### src/rtl/core/md5_pkg.sv
// Shared types, constants and round tables for the MD5 digest unit.
// Depends on nothing; md5_message_digest_unit uses it by scoped names.
package md5_pkg;

    // Input beat: one message byte and its flags.
    typedef struct packed {
        logic [7:0] msg_byte;
        logic       has_byte;
        logic       end_of_message;
    } t_md5_in;

    // Output beat: one digest word.
    typedef struct packed {
        logic [31:0] digest_word;
        logic [1:0]  word_index;
        logic        last_word;
    } t_md5_out;

    localparam logic [31:0] MD5_INIT_A = 32'h67452301;
    localparam logic [31:0] MD5_INIT_B = 32'hefcdab89;
    localparam logic [31:0] MD5_INIT_C = 32'h98badcfe;
    localparam logic [31:0] MD5_INIT_D = 32'h10325476;
    localparam logic [7:0]  MD5_PAD_MARK = 8'h80;
    localparam logic [5:0]  MD5_LEN_POS = 6'd56;
    localparam logic [4:0]  MD5_LEN_WORD = 5'd14;
    localparam logic [4:0]  MD5_BLOCK_WORDS = 5'd16;

    // Additive constant of each step (the integer parts of scaled sines).
    function automatic logic [31:0] md5_sine(input logic [5:0] step);
        logic [31:0] k;
        case (step)
            6'd0:  k = 32'hd76aa478;  6'd1:  k = 32'he8c7b756;
            6'd2:  k = 32'h242070db;  6'd3:  k = 32'hc1bdceee;
            6'd4:  k = 32'hf57c0faf;  6'd5:  k = 32'h4787c62a;
            6'd6:  k = 32'ha8304613;  6'd7:  k = 32'hfd469501;
            6'd8:  k = 32'h698098d8;  6'd9:  k = 32'h8b44f7af;
            6'd10: k = 32'hffff5bb1;  6'd11: k = 32'h895cd7be;
            6'd12: k = 32'h6b901122;  6'd13: k = 32'hfd987193;
            6'd14: k = 32'ha679438e;  6'd15: k = 32'h49b40821;
            6'd16: k = 32'hf61e2562;  6'd17: k = 32'hc040b340;
            6'd18: k = 32'h265e5a51;  6'd19: k = 32'he9b6c7aa;
            6'd20: k = 32'hd62f105d;  6'd21: k = 32'h02441453;
            6'd22: k = 32'hd8a1e681;  6'd23: k = 32'he7d3fbc8;
            6'd24: k = 32'h21e1cde6;  6'd25: k = 32'hc33707d6;
            6'd26: k = 32'hf4d50d87;  6'd27: k = 32'h455a14ed;
            6'd28: k = 32'ha9e3e905;  6'd29: k = 32'hfcefa3f8;
            6'd30: k = 32'h676f02d9;  6'd31: k = 32'h8d2a4c8a;
            6'd32: k = 32'hfffa3942;  6'd33: k = 32'h8771f681;
            6'd34: k = 32'h6d9d6122;  6'd35: k = 32'hfde5380c;
            6'd36: k = 32'ha4beea44;  6'd37: k = 32'h4bdecfa9;
            6'd38: k = 32'hf6bb4b60;  6'd39: k = 32'hbebfbc70;
            6'd40: k = 32'h289b7ec6;  6'd41: k = 32'heaa127fa;
            6'd42: k = 32'hd4ef3085;  6'd43: k = 32'h04881d05;
            6'd44: k = 32'hd9d4d039;  6'd45: k = 32'he6db99e5;
            6'd46: k = 32'h1fa27cf8;  6'd47: k = 32'hc4ac5665;
            6'd48: k = 32'hf4292244;  6'd49: k = 32'h432aff97;
            6'd50: k = 32'hab9423a7;  6'd51: k = 32'hfc93a039;
            6'd52: k = 32'h655b59c3;  6'd53: k = 32'h8f0ccc92;
            6'd54: k = 32'hffeff47d;  6'd55: k = 32'h85845dd1;
            6'd56: k = 32'h6fa87e4f;  6'd57: k = 32'hfe2ce6e0;
            6'd58: k = 32'ha3014314;  6'd59: k = 32'h4e0811a1;
            6'd60: k = 32'hf7537e82;  6'd61: k = 32'hbd3af235;
            6'd62: k = 32'h2ad7d2bb;  6'd63: k = 32'heb86d391;
            default: k = 32'h0;
        endcase
        return k;
    endfunction

    // Left rotate amount: four per round, chosen by the step's low two bits.
    function automatic logic [4:0] md5_shift(input logic [5:0] step);
        logic [4:0] s;
        case ({step[5:4], step[1:0]})
            4'd0:  s = 5'd7;   4'd1:  s = 5'd12;
            4'd2:  s = 5'd17;  4'd3:  s = 5'd22;
            4'd4:  s = 5'd5;   4'd5:  s = 5'd9;
            4'd6:  s = 5'd14;  4'd7:  s = 5'd20;
            4'd8:  s = 5'd4;   4'd9:  s = 5'd11;
            4'd10: s = 5'd16;  4'd11: s = 5'd23;
            4'd12: s = 5'd6;   4'd13: s = 5'd10;
            4'd14: s = 5'd15;  4'd15: s = 5'd21;
            default: s = 5'd0;
        endcase
        return s;
    endfunction

    // Block word consumed by a step; all arithmetic is modulo 16.
    function automatic logic [3:0] md5_msg_index(input logic [5:0] step);
        logic [3:0] j;
        logic [3:0] g;
        j = step[3:0];
        case (step[5:4])
            2'd0:    g = j;
            2'd1:    g = {j[1:0], 2'b00} + j + 4'd1;
            2'd2:    g = {j[2:0], 1'b0} + j + 4'd5;
            default: g = {j[0], 3'b000} - j;
        endcase
        return g;
    endfunction

    function automatic logic [31:0] md5_rotl(input logic [31:0] x, input logic [4:0] s);
        logic [63:0] t;
        t = {x, x} << s;
        return t[63:32];
    endfunction

endpackage

### src/rtl/core/md5_message_digest_unit.sv
// MD5 digest unit: byte-wide input, block memory, one-step-per-cycle compression.
// Depends on md5_pkg (types, initial chaining values, step tables).
//
// Each input beat carries at most one message byte; a byte beat that does not
// complete a 64-byte block is written to the block memory. The sixty-fourth byte
// starts a compression that holds the input off while it issues the first read
// of the 16-word block memory, runs 64 steps through the single round unit (the
// memory read for the next step overlaps the current one), and folds the result
// into the chaining words. An end-of-message beat then writes the pad mark, zeros
// each word after the mark's word up to word 13 and writes the two length words
// before one compression. When fewer than nine bytes of room remain in the block,
// the zeros run to word 15 instead, a compression follows, and the fresh block is
// zeroed up to word 13 before its length words and its own compression. The
// digest then moves into the output buffer once that is empty, and leaves as
// four beats, word A first; input for the next message is taken while these
// beats drain, and a second end of message waits until the buffer is empty.
module md5_message_digest_unit (
    input  logic              i_clk,
    input  logic              i_rst_n,
    input  logic              i_in_valid,
    output logic              o_in_stall,
    input  md5_pkg::t_md5_in  i_in_data,
    output logic              o_out_valid,
    input  logic              i_out_stall,
    output md5_pkg::t_md5_out o_out_data
);

    localparam logic [3:0] S_IDLE   = 4'd0;
    localparam logic [3:0] S_LOAD   = 4'd1;
    localparam logic [3:0] S_ROUND  = 4'd2;
    localparam logic [3:0] S_ADD    = 4'd3;
    localparam logic [3:0] S_MARK   = 4'd4;
    localparam logic [3:0] S_ZERO   = 4'd5;
    localparam logic [3:0] S_LEN_LO = 4'd6;
    localparam logic [3:0] S_LEN_HI = 4'd7;
    localparam logic [3:0] S_DONE   = 4'd8;

    // What follows a compression.
    localparam logic [1:0] AFTER_BYTE  = 2'd0;
    localparam logic [1:0] AFTER_MARK  = 2'd1;
    localparam logic [1:0] AFTER_PAD   = 2'd2;
    localparam logic [1:0] AFTER_FINAL = 2'd3;

    logic [3:0]  r_state;
    logic [1:0]  r_after;
    logic [5:0]  r_fill;
    logic [60:0] r_count;
    logic [4:0]  r_wptr;
    logic        r_lenblk;
    logic [5:0]  r_ridx;

    logic [31:0] r_chain_a, r_chain_b, r_chain_c, r_chain_d;
    logic [31:0] r_a, r_b, r_c, r_d;
    logic [31:0] r_ak;

    logic [31:0] r_block_mem [16];
    logic [31:0] r_rdata;

    logic [31:0] r_dig [4];
    logic        r_out_valid;
    logic [1:0]  r_oidx;

    logic        in_acc;
    logic        out_acc;
    logic        load_digest;
    logic [3:0]  mem_be;
    logic [3:0]  mem_waddr;
    logic [31:0] mem_wdata;
    logic [3:0]  mem_raddr;
    logic [5:0]  rd_step;
    logic [31:0] k_next;
    logic [31:0] f_val;
    logic [31:0] z_val;
    logic [31:0] n_b;
    logic [4:0]  zero_lim;

    assign in_acc      = i_in_valid & ~o_in_stall;
    assign out_acc     = r_out_valid & ~i_out_stall;
    assign load_digest = (r_state == S_DONE) && !r_out_valid;
    assign o_in_stall  = (r_state != S_IDLE);
    assign o_out_valid = r_out_valid;
    assign zero_lim    = r_lenblk ? md5_pkg::MD5_LEN_WORD : md5_pkg::MD5_BLOCK_WORDS;

    always_comb begin
        o_out_data.digest_word = r_dig[r_oidx];
        o_out_data.word_index  = r_oidx;
        o_out_data.last_word   = (r_oidx == 2'd3);
    end

    // Round datapath. The read for the next step is issued while this one runs.
    assign rd_step   = (r_state == S_ROUND) ? r_ridx + 6'd1 : 6'd0;
    assign mem_raddr = md5_pkg::md5_msg_index(rd_step);
    assign k_next    = md5_pkg::md5_sine(rd_step);

    always_comb begin
        case (r_ridx[5:4])
            2'd0:    f_val = (r_b & r_c) | (~r_b & r_d);
            2'd1:    f_val = (r_d & r_b) | (~r_d & r_c);
            2'd2:    f_val = r_b ^ r_c ^ r_d;
            default: f_val = r_c ^ (r_b | ~r_d);
        endcase
    end

    // r_ak already holds a + K for this step.
    assign z_val = r_ak + f_val + r_rdata;
    assign n_b   = r_b + md5_pkg::md5_rotl(z_val, md5_pkg::md5_shift(r_ridx));

    // Block memory write port: byte lanes for message bytes and the pad mark.
    always_comb begin
        mem_be    = 4'b0000;
        mem_waddr = r_fill[5:2];
        mem_wdata = 32'h0;
        unique case (r_state)
            S_IDLE: begin
                if (in_acc && i_in_data.has_byte) begin
                    mem_be    = 4'b0001 << r_fill[1:0];
                    mem_wdata = {4{i_in_data.msg_byte}};
                end
            end
            S_MARK: begin
                // The mark byte, and zeros in the lanes above it.
                mem_be    = 4'b1111 << r_fill[1:0];
                mem_wdata = {24'h0, md5_pkg::MD5_PAD_MARK} << {r_fill[1:0], 3'b000};
            end
            S_ZERO: begin
                mem_waddr = r_wptr[3:0];
                if (r_wptr < zero_lim) begin
                    mem_be = 4'b1111;
                end
            end
            S_LEN_LO: begin
                mem_waddr = 4'd14;
                mem_be    = 4'b1111;
                mem_wdata = {r_count[28:0], 3'b000};
            end
            S_LEN_HI: begin
                mem_waddr = 4'd15;
                mem_be    = 4'b1111;
                mem_wdata = r_count[60:29];
            end
            default: begin
                mem_be = 4'b0000;
            end
        endcase
    end

    always_ff @(posedge i_clk) begin
        for (int k = 0; k < 4; k++) begin
            if (mem_be[k]) begin
                r_block_mem[mem_waddr][k*8 +: 8] <= mem_wdata[k*8 +: 8];
            end
        end
        r_rdata <= r_block_mem[mem_raddr];
    end

    // Working variables of the compression.
    always_ff @(posedge i_clk) begin
        if (r_state == S_LOAD) begin
            r_a  <= r_chain_a;
            r_b  <= r_chain_b;
            r_c  <= r_chain_c;
            r_d  <= r_chain_d;
            r_ak <= r_chain_a + k_next;
        end else if (r_state == S_ROUND) begin
            r_a  <= r_d;
            r_b  <= n_b;
            r_c  <= r_b;
            r_d  <= r_c;
            r_ak <= r_d + k_next;
        end
    end

    // Sequencer.
    always_ff @(posedge i_clk) begin
        if (!i_rst_n) begin
            r_state   <= S_IDLE;
            r_after   <= AFTER_BYTE;
            r_fill    <= 6'd0;
            r_count   <= 61'd0;
            r_wptr    <= 5'd0;
            r_lenblk  <= 1'b0;
            r_ridx    <= 6'd0;
            r_chain_a <= md5_pkg::MD5_INIT_A;
            r_chain_b <= md5_pkg::MD5_INIT_B;
            r_chain_c <= md5_pkg::MD5_INIT_C;
            r_chain_d <= md5_pkg::MD5_INIT_D;
        end else begin
            unique case (r_state)
                S_IDLE: begin
                    if (in_acc) begin
                        if (i_in_data.has_byte) begin
                            r_fill  <= r_fill + 6'd1;
                            r_count <= r_count + 61'd1;
                        end
                        if (i_in_data.has_byte && r_fill == 6'd63) begin
                            r_state <= S_LOAD;
                            r_after <= i_in_data.end_of_message ? AFTER_MARK : AFTER_BYTE;
                        end else if (i_in_data.end_of_message) begin
                            r_state <= S_MARK;
                        end
                    end
                end
                S_LOAD: begin
                    r_ridx  <= 6'd0;
                    r_state <= S_ROUND;
                end
                S_ROUND: begin
                    r_ridx <= r_ridx + 6'd1;
                    if (r_ridx == 6'd63) begin
                        r_state <= S_ADD;
                    end
                end
                S_ADD: begin
                    r_chain_a <= r_chain_a + r_a;
                    r_chain_b <= r_chain_b + r_b;
                    r_chain_c <= r_chain_c + r_c;
                    r_chain_d <= r_chain_d + r_d;
                    unique case (r_after)
                        AFTER_BYTE: r_state <= S_IDLE;
                        AFTER_MARK: r_state <= S_MARK;
                        AFTER_PAD: begin
                            r_wptr   <= 5'd0;
                            r_lenblk <= 1'b1;
                            r_state  <= S_ZERO;
                        end
                        default: r_state <= S_DONE;
                    endcase
                end
                S_MARK: begin
                    r_wptr   <= {1'b0, r_fill[5:2]} + 5'd1;
                    r_lenblk <= (r_fill < md5_pkg::MD5_LEN_POS);
                    r_state  <= S_ZERO;
                end
                S_ZERO: begin
                    if (r_wptr < zero_lim) begin
                        r_wptr <= r_wptr + 5'd1;
                    end else if (r_lenblk) begin
                        r_state <= S_LEN_LO;
                    end else begin
                        // No room for the length: compress and pad a fresh block.
                        r_after <= AFTER_PAD;
                        r_state <= S_LOAD;
                    end
                end
                S_LEN_LO: begin
                    r_state <= S_LEN_HI;
                end
                S_LEN_HI: begin
                    r_after <= AFTER_FINAL;
                    r_state <= S_LOAD;
                end
                S_DONE: begin
                    if (load_digest) begin
                        r_chain_a <= md5_pkg::MD5_INIT_A;
                        r_chain_b <= md5_pkg::MD5_INIT_B;
                        r_chain_c <= md5_pkg::MD5_INIT_C;
                        r_chain_d <= md5_pkg::MD5_INIT_D;
                        r_fill    <= 6'd0;
                        r_count   <= 61'd0;
                        r_state   <= S_IDLE;
                    end
                end
                default: begin
                    r_state <= S_IDLE;
                end
            endcase
        end
    end

    // Digest buffer; it drains one beat at a time while new input is taken.
    always_ff @(posedge i_clk) begin
        if (load_digest) begin
            r_dig[0] <= r_chain_a;
            r_dig[1] <= r_chain_b;
            r_dig[2] <= r_chain_c;
            r_dig[3] <= r_chain_d;
        end
    end

    always_ff @(posedge i_clk) begin
        if (!i_rst_n) begin
            r_out_valid <= 1'b0;
            r_oidx      <= 2'd0;
        end else if (load_digest) begin
            r_out_valid <= 1'b1;
            r_oidx      <= 2'd0;
        end else if (out_acc) begin
            r_oidx <= r_oidx + 2'd1;
            if (r_oidx == 2'd3) begin
                r_out_valid <= 1'b0;
            end
        end
    end

    // The step counter advances by one each cycle of a compression.
    a_step_advance: assert property (@(posedge i_clk) disable iff (!i_rst_n)
        (r_state == S_ROUND && r_ridx != 6'd63)
        |=> (r_state == S_ROUND && r_ridx == $past(r_ridx) + 6'd1))
        else $error("compression step counter skipped");

    // The sixty-fourth byte always starts a compression.
    a_full_block: assert property (@(posedge i_clk) disable iff (!i_rst_n)
        (in_acc && i_in_data.has_byte && r_fill == 6'd63) |=> (r_state == S_LOAD))
        else $error("full block not compressed");

    // A pending digest is never overwritten by the next one.
    a_digest_hold: assert property (@(posedge i_clk) disable iff (!i_rst_n)
        (r_state == S_DONE && r_out_valid) |=> (r_state == S_DONE && $stable(r_dig[3])))
        else $error("digest buffer overwritten before drained");

    // A new digest starts with a fresh message state.
    a_fresh_message: assert property (@(posedge i_clk) disable iff (!i_rst_n)
        $rose(r_out_valid) |-> (r_fill == 6'd0 && r_count == 61'd0 && r_oidx == 2'd0
                                && r_chain_a == md5_pkg::MD5_INIT_A))
        else $error("message state not cleared after digest");

endmodule

### config.mk
export PLATFORM = sky130hd
export DESIGN_NAME = md5_message_digest_unit
export DESIGN_NICKNAME = d
export VERILOG_FILES = /design/src/rtl/core/md5_pkg.sv /design/src/rtl/core/md5_message_digest_unit.sv
export SDC_FILE = /design/constraint.sdc
export NUM_CORES = 2
export LEC_CHECK = 0
export BUFFER_PORTS_ARGS = -buffer_cell sky130_fd_sc_hd__buf_4
export CAP_MARGIN = 20
export CORE_UTILIZATION = 52
export CTS_CLUSTER_DIAMETER = 200
export DETAILED_ROUTE_END_ITERATION = 16
export PLACE_DENSITY = 0.74
export SETUP_SLACK_MARGIN = 0.02
export SYNTH_ARGS = -nofsm -noshare
export SYNTH_HDL_FRONTEND = slang
export SYNTH_SLANG_ARGS = --single-unit
export TNS_END_PERCENT = 1
### constraint.sdc
create_clock -name i_clk -period 15.4 [get_ports i_clk]
set_clock_uncertainty 0.05 [all_clocks]
set_input_delay 2.31 -clock i_clk [delete_from_list [all_inputs] [get_ports i_clk]]
set_output_delay 2.31 -clock i_clk [all_outputs]
set_load 0.1 [all_outputs]
==> flow_summary.yaml <==
layout:
  multiInputGateArea_mm2: 0.0285
  seq_area_mm2: 0.0291
  fin_cells: 7064
  drive_above_1_share: 0.106
  area.growth.synth_to_final_pct: 9.52
  n_fill_cell: 9145
  nNetsFinal: 5780
drt:
  viasPerCell: 6.37
  drt_first_pass_iters: 7
  routed_wl_um: 171000
  drc: 0
  ant_nets: 0
  num_vias: 45000
  wl_per_cell_um: 24.3
  drt_iter0_markers: 4856
floorplanning:
  start_util: 0.525
  dieHeight_um: 339
  io_pins: 51
  die_w_um: 339
  core.rowCount: 123
  die_area_mm2: 0.115
  core_area_mm2: 0.112
placement:
  io_buffers: 50
  gp_congestion: 0.968
  place_inst: 6864
  dp_hpwl_um: 121000
clocking:
  cts_htree_levels: 3
  path_clk_slew_ns: 0.06
  post_cts_buffers: 0
  numClockSinks: 1055
  cts_tree: "done"
  clk_latency_ns: 0.74
  root_buffer: "clkbuf_16"
  post_cts_resized: 0
  clk_path_buf_depth: 3
  ctsHoldBuffers: 0
  cts_made_buffers: 104
worst_setup_path:
  cp.arrival_ns: 10.28
  end_kind: "flop"
  worst-path-max-fanout: 92
  cp.required_ns: 15.76
  crit_path_start_kind: "flop"
  crit_path_max_incr_delay_ns: 0.73
  cp_common_cell: "o21ai_0"
  crit_slowest_cell: "buf_4"
  crit_type: "flop to flop"
  ff2ff_setup_slack_ns: 5.49
  cp_top_family: "compound AO/OA/AOI/OAI gates"
  cp.buffers_inverters: 2
yosys:
  synth_seq_cells: 1055
  synth_top_area_share: 0.407
  avgSynthCellArea_um2: 10.7
  yosysTopAreaCell: "edfxtp_1"
  synth-adder-area-share: 0.0681
  synth_edf_count: 800
  synth_nets: 5810
  synth_ff_type: "edfxtp_1"
  yosys_warnings: 0
  synth.distinct_cells: 96
  synth_top_family_by_area: "compound AO/OA/AOI/OAI gates"
  synth_compound_gate_area_share: 0.142
  yosys.area_share.simple: 0.134
  yosys-top-cells-count: "edfxtp_1 (800), nand2_1 (702), a21oi_1 (469)"
  seq_area_frac_synth: 0.493
  muxShareOfSynthArea: 0.0953
  synthesis.area_mm2: 0.0591
  synth-xor-area-share: 0.0408
  synth_cells: 5502
  synth.area.top_cells: "edfxtp_1 (41%), dfxtp_1 (8.6%), mux4_2 (6.7%), ha_1 (5.4%), nand2_1 (4.5%)"
  async_flop_share: 0
  yosysMostFrequentCell: "edfxtp_1"
global_routing:
  track_usage: 0.294
  grt_max_degree: 93
  grt.overflow.total: 0
  antenna_found_initial: 1
  grt_pass1_wl_um: 260000
  grt_pass1_vias: 43100
timing:
  fmax_mhz: 101
  slew-limit-headroom: 0.260
  drv_slew: 0
  rsz0062_at_grt: "no"
  finalHoldViolCount: 0
  post-route-period-util: 0.644
  setup_viol: 0
  finalCriticalPeriod_ns: 9.91
  worst_pin_slew_ns: 1.10
  fin_setup_tns_ns: 0
  holdWs_ns: 0.437
worst_hold_path:
  hold_path.class: "flop to flop"
flow_run:
  maxCapViolations: 0
run_status:
  status: "finished, final reports clean"
-- cell type report --
| cell class | count | share of cell area |
|---|---|---|
| sequential | 1055 | 0.451 |
| multi-input combinational | 4048 | 0.440 |
| clock buffer | 125 | 0.0418 |
| tap | 1500 | 0.0290 |
| timing repair buffer | 156 | 0.0184 |
| clock inverter | 72 | 0.0138 |
| inverter | 107 | 0.00636 |
| antenna | 1 | 0.0000387 |
-- final timing paths --
| path | from | endpoint | depth (start not counted) |
|---|---|---|---|
| max reg2reg | r_ridx[4] | r_b[20] | 34 |
| min | r_chain_c[31] | r_dig[2][31] | 0 |
| min reg2reg | r_chain_c[31] | r_dig[2][31] | 0 |
| max | r_ridx[4] | r_b[20] | 34 |
-- logic make-up after synthesis --
| kind of cell | Yosys count |
|---|---|
| AND/OR/NAND/NOR | 1763 |
| multiplexers | 338 |
| flip-flops | 1055 |
| adder cells (fa/ha/maj) | 299 |
| AO/OA/AOI/OAI | 1374 |
| XOR/XNOR | 274 |
| buffers and inverters | 399 |
-- state kept, by name, indices dropped and copies added (netlist names), 6 cells and up, named ones only --
register	count
r_a	32
r_ak	32
r_b	32
r_block_mem	512
r_c	32
r_chain_a	32
r_chain_b	32
r_chain_c	32
r_chain_d	32
r_count	61
r_d	32
r_dig	128
r_fill	6
r_rdata	32
r_ridx	6
-- metal layers --
metal  wire length (um)  GRT usage  up-vias
met5                  0          0        -
met3              13200     0.0395      455
met1              67400      0.382    21900
li1                   -          -    20500
met4               9540      0.154        0
met2              81200      0.481     2193
-- cells in the final DEF, fill, tap and decap left out, drive strengths merged, types with 70 or more instances in the layout --
master | Yosys | routed
a21oi | 473 | 473
clkbuf | 203 | 125
a211oi | 70 | 70
a21o | 91 | 91
a31oi | 73 | 73
nor2 | 442 | 442
ha | 255 | 255
inv | 106 | 110
nand3 | 131 | 131
o21ai | 363 | 363
buf | 89 | 155
mux4 | 177 | 177
nor3 | 169 | 169
mux2i | 139 | 139
nand2 | 704 | 704
dfxtp | 255 | 255
xnor2 | 124 | 124
xor2 | 150 | 150
edfxtp | 800 | 800
-- through the flow --
stage          worst slack, ns  cell area (um^2)   util
2_1_floorplan             7.59             59100      -
3_3_place_gp              5.81             61000  0.542
3_5_place_dp              5.73             61100  0.543
4_1_cts                   5.69             64700  0.575
5_1_grt                   4.86             64700  0.575
6_report                  5.49             64700  0.575
Power is not shown: default switching activity piles up to over one toggle a cycle in this logic, so the estimate is an artifact.
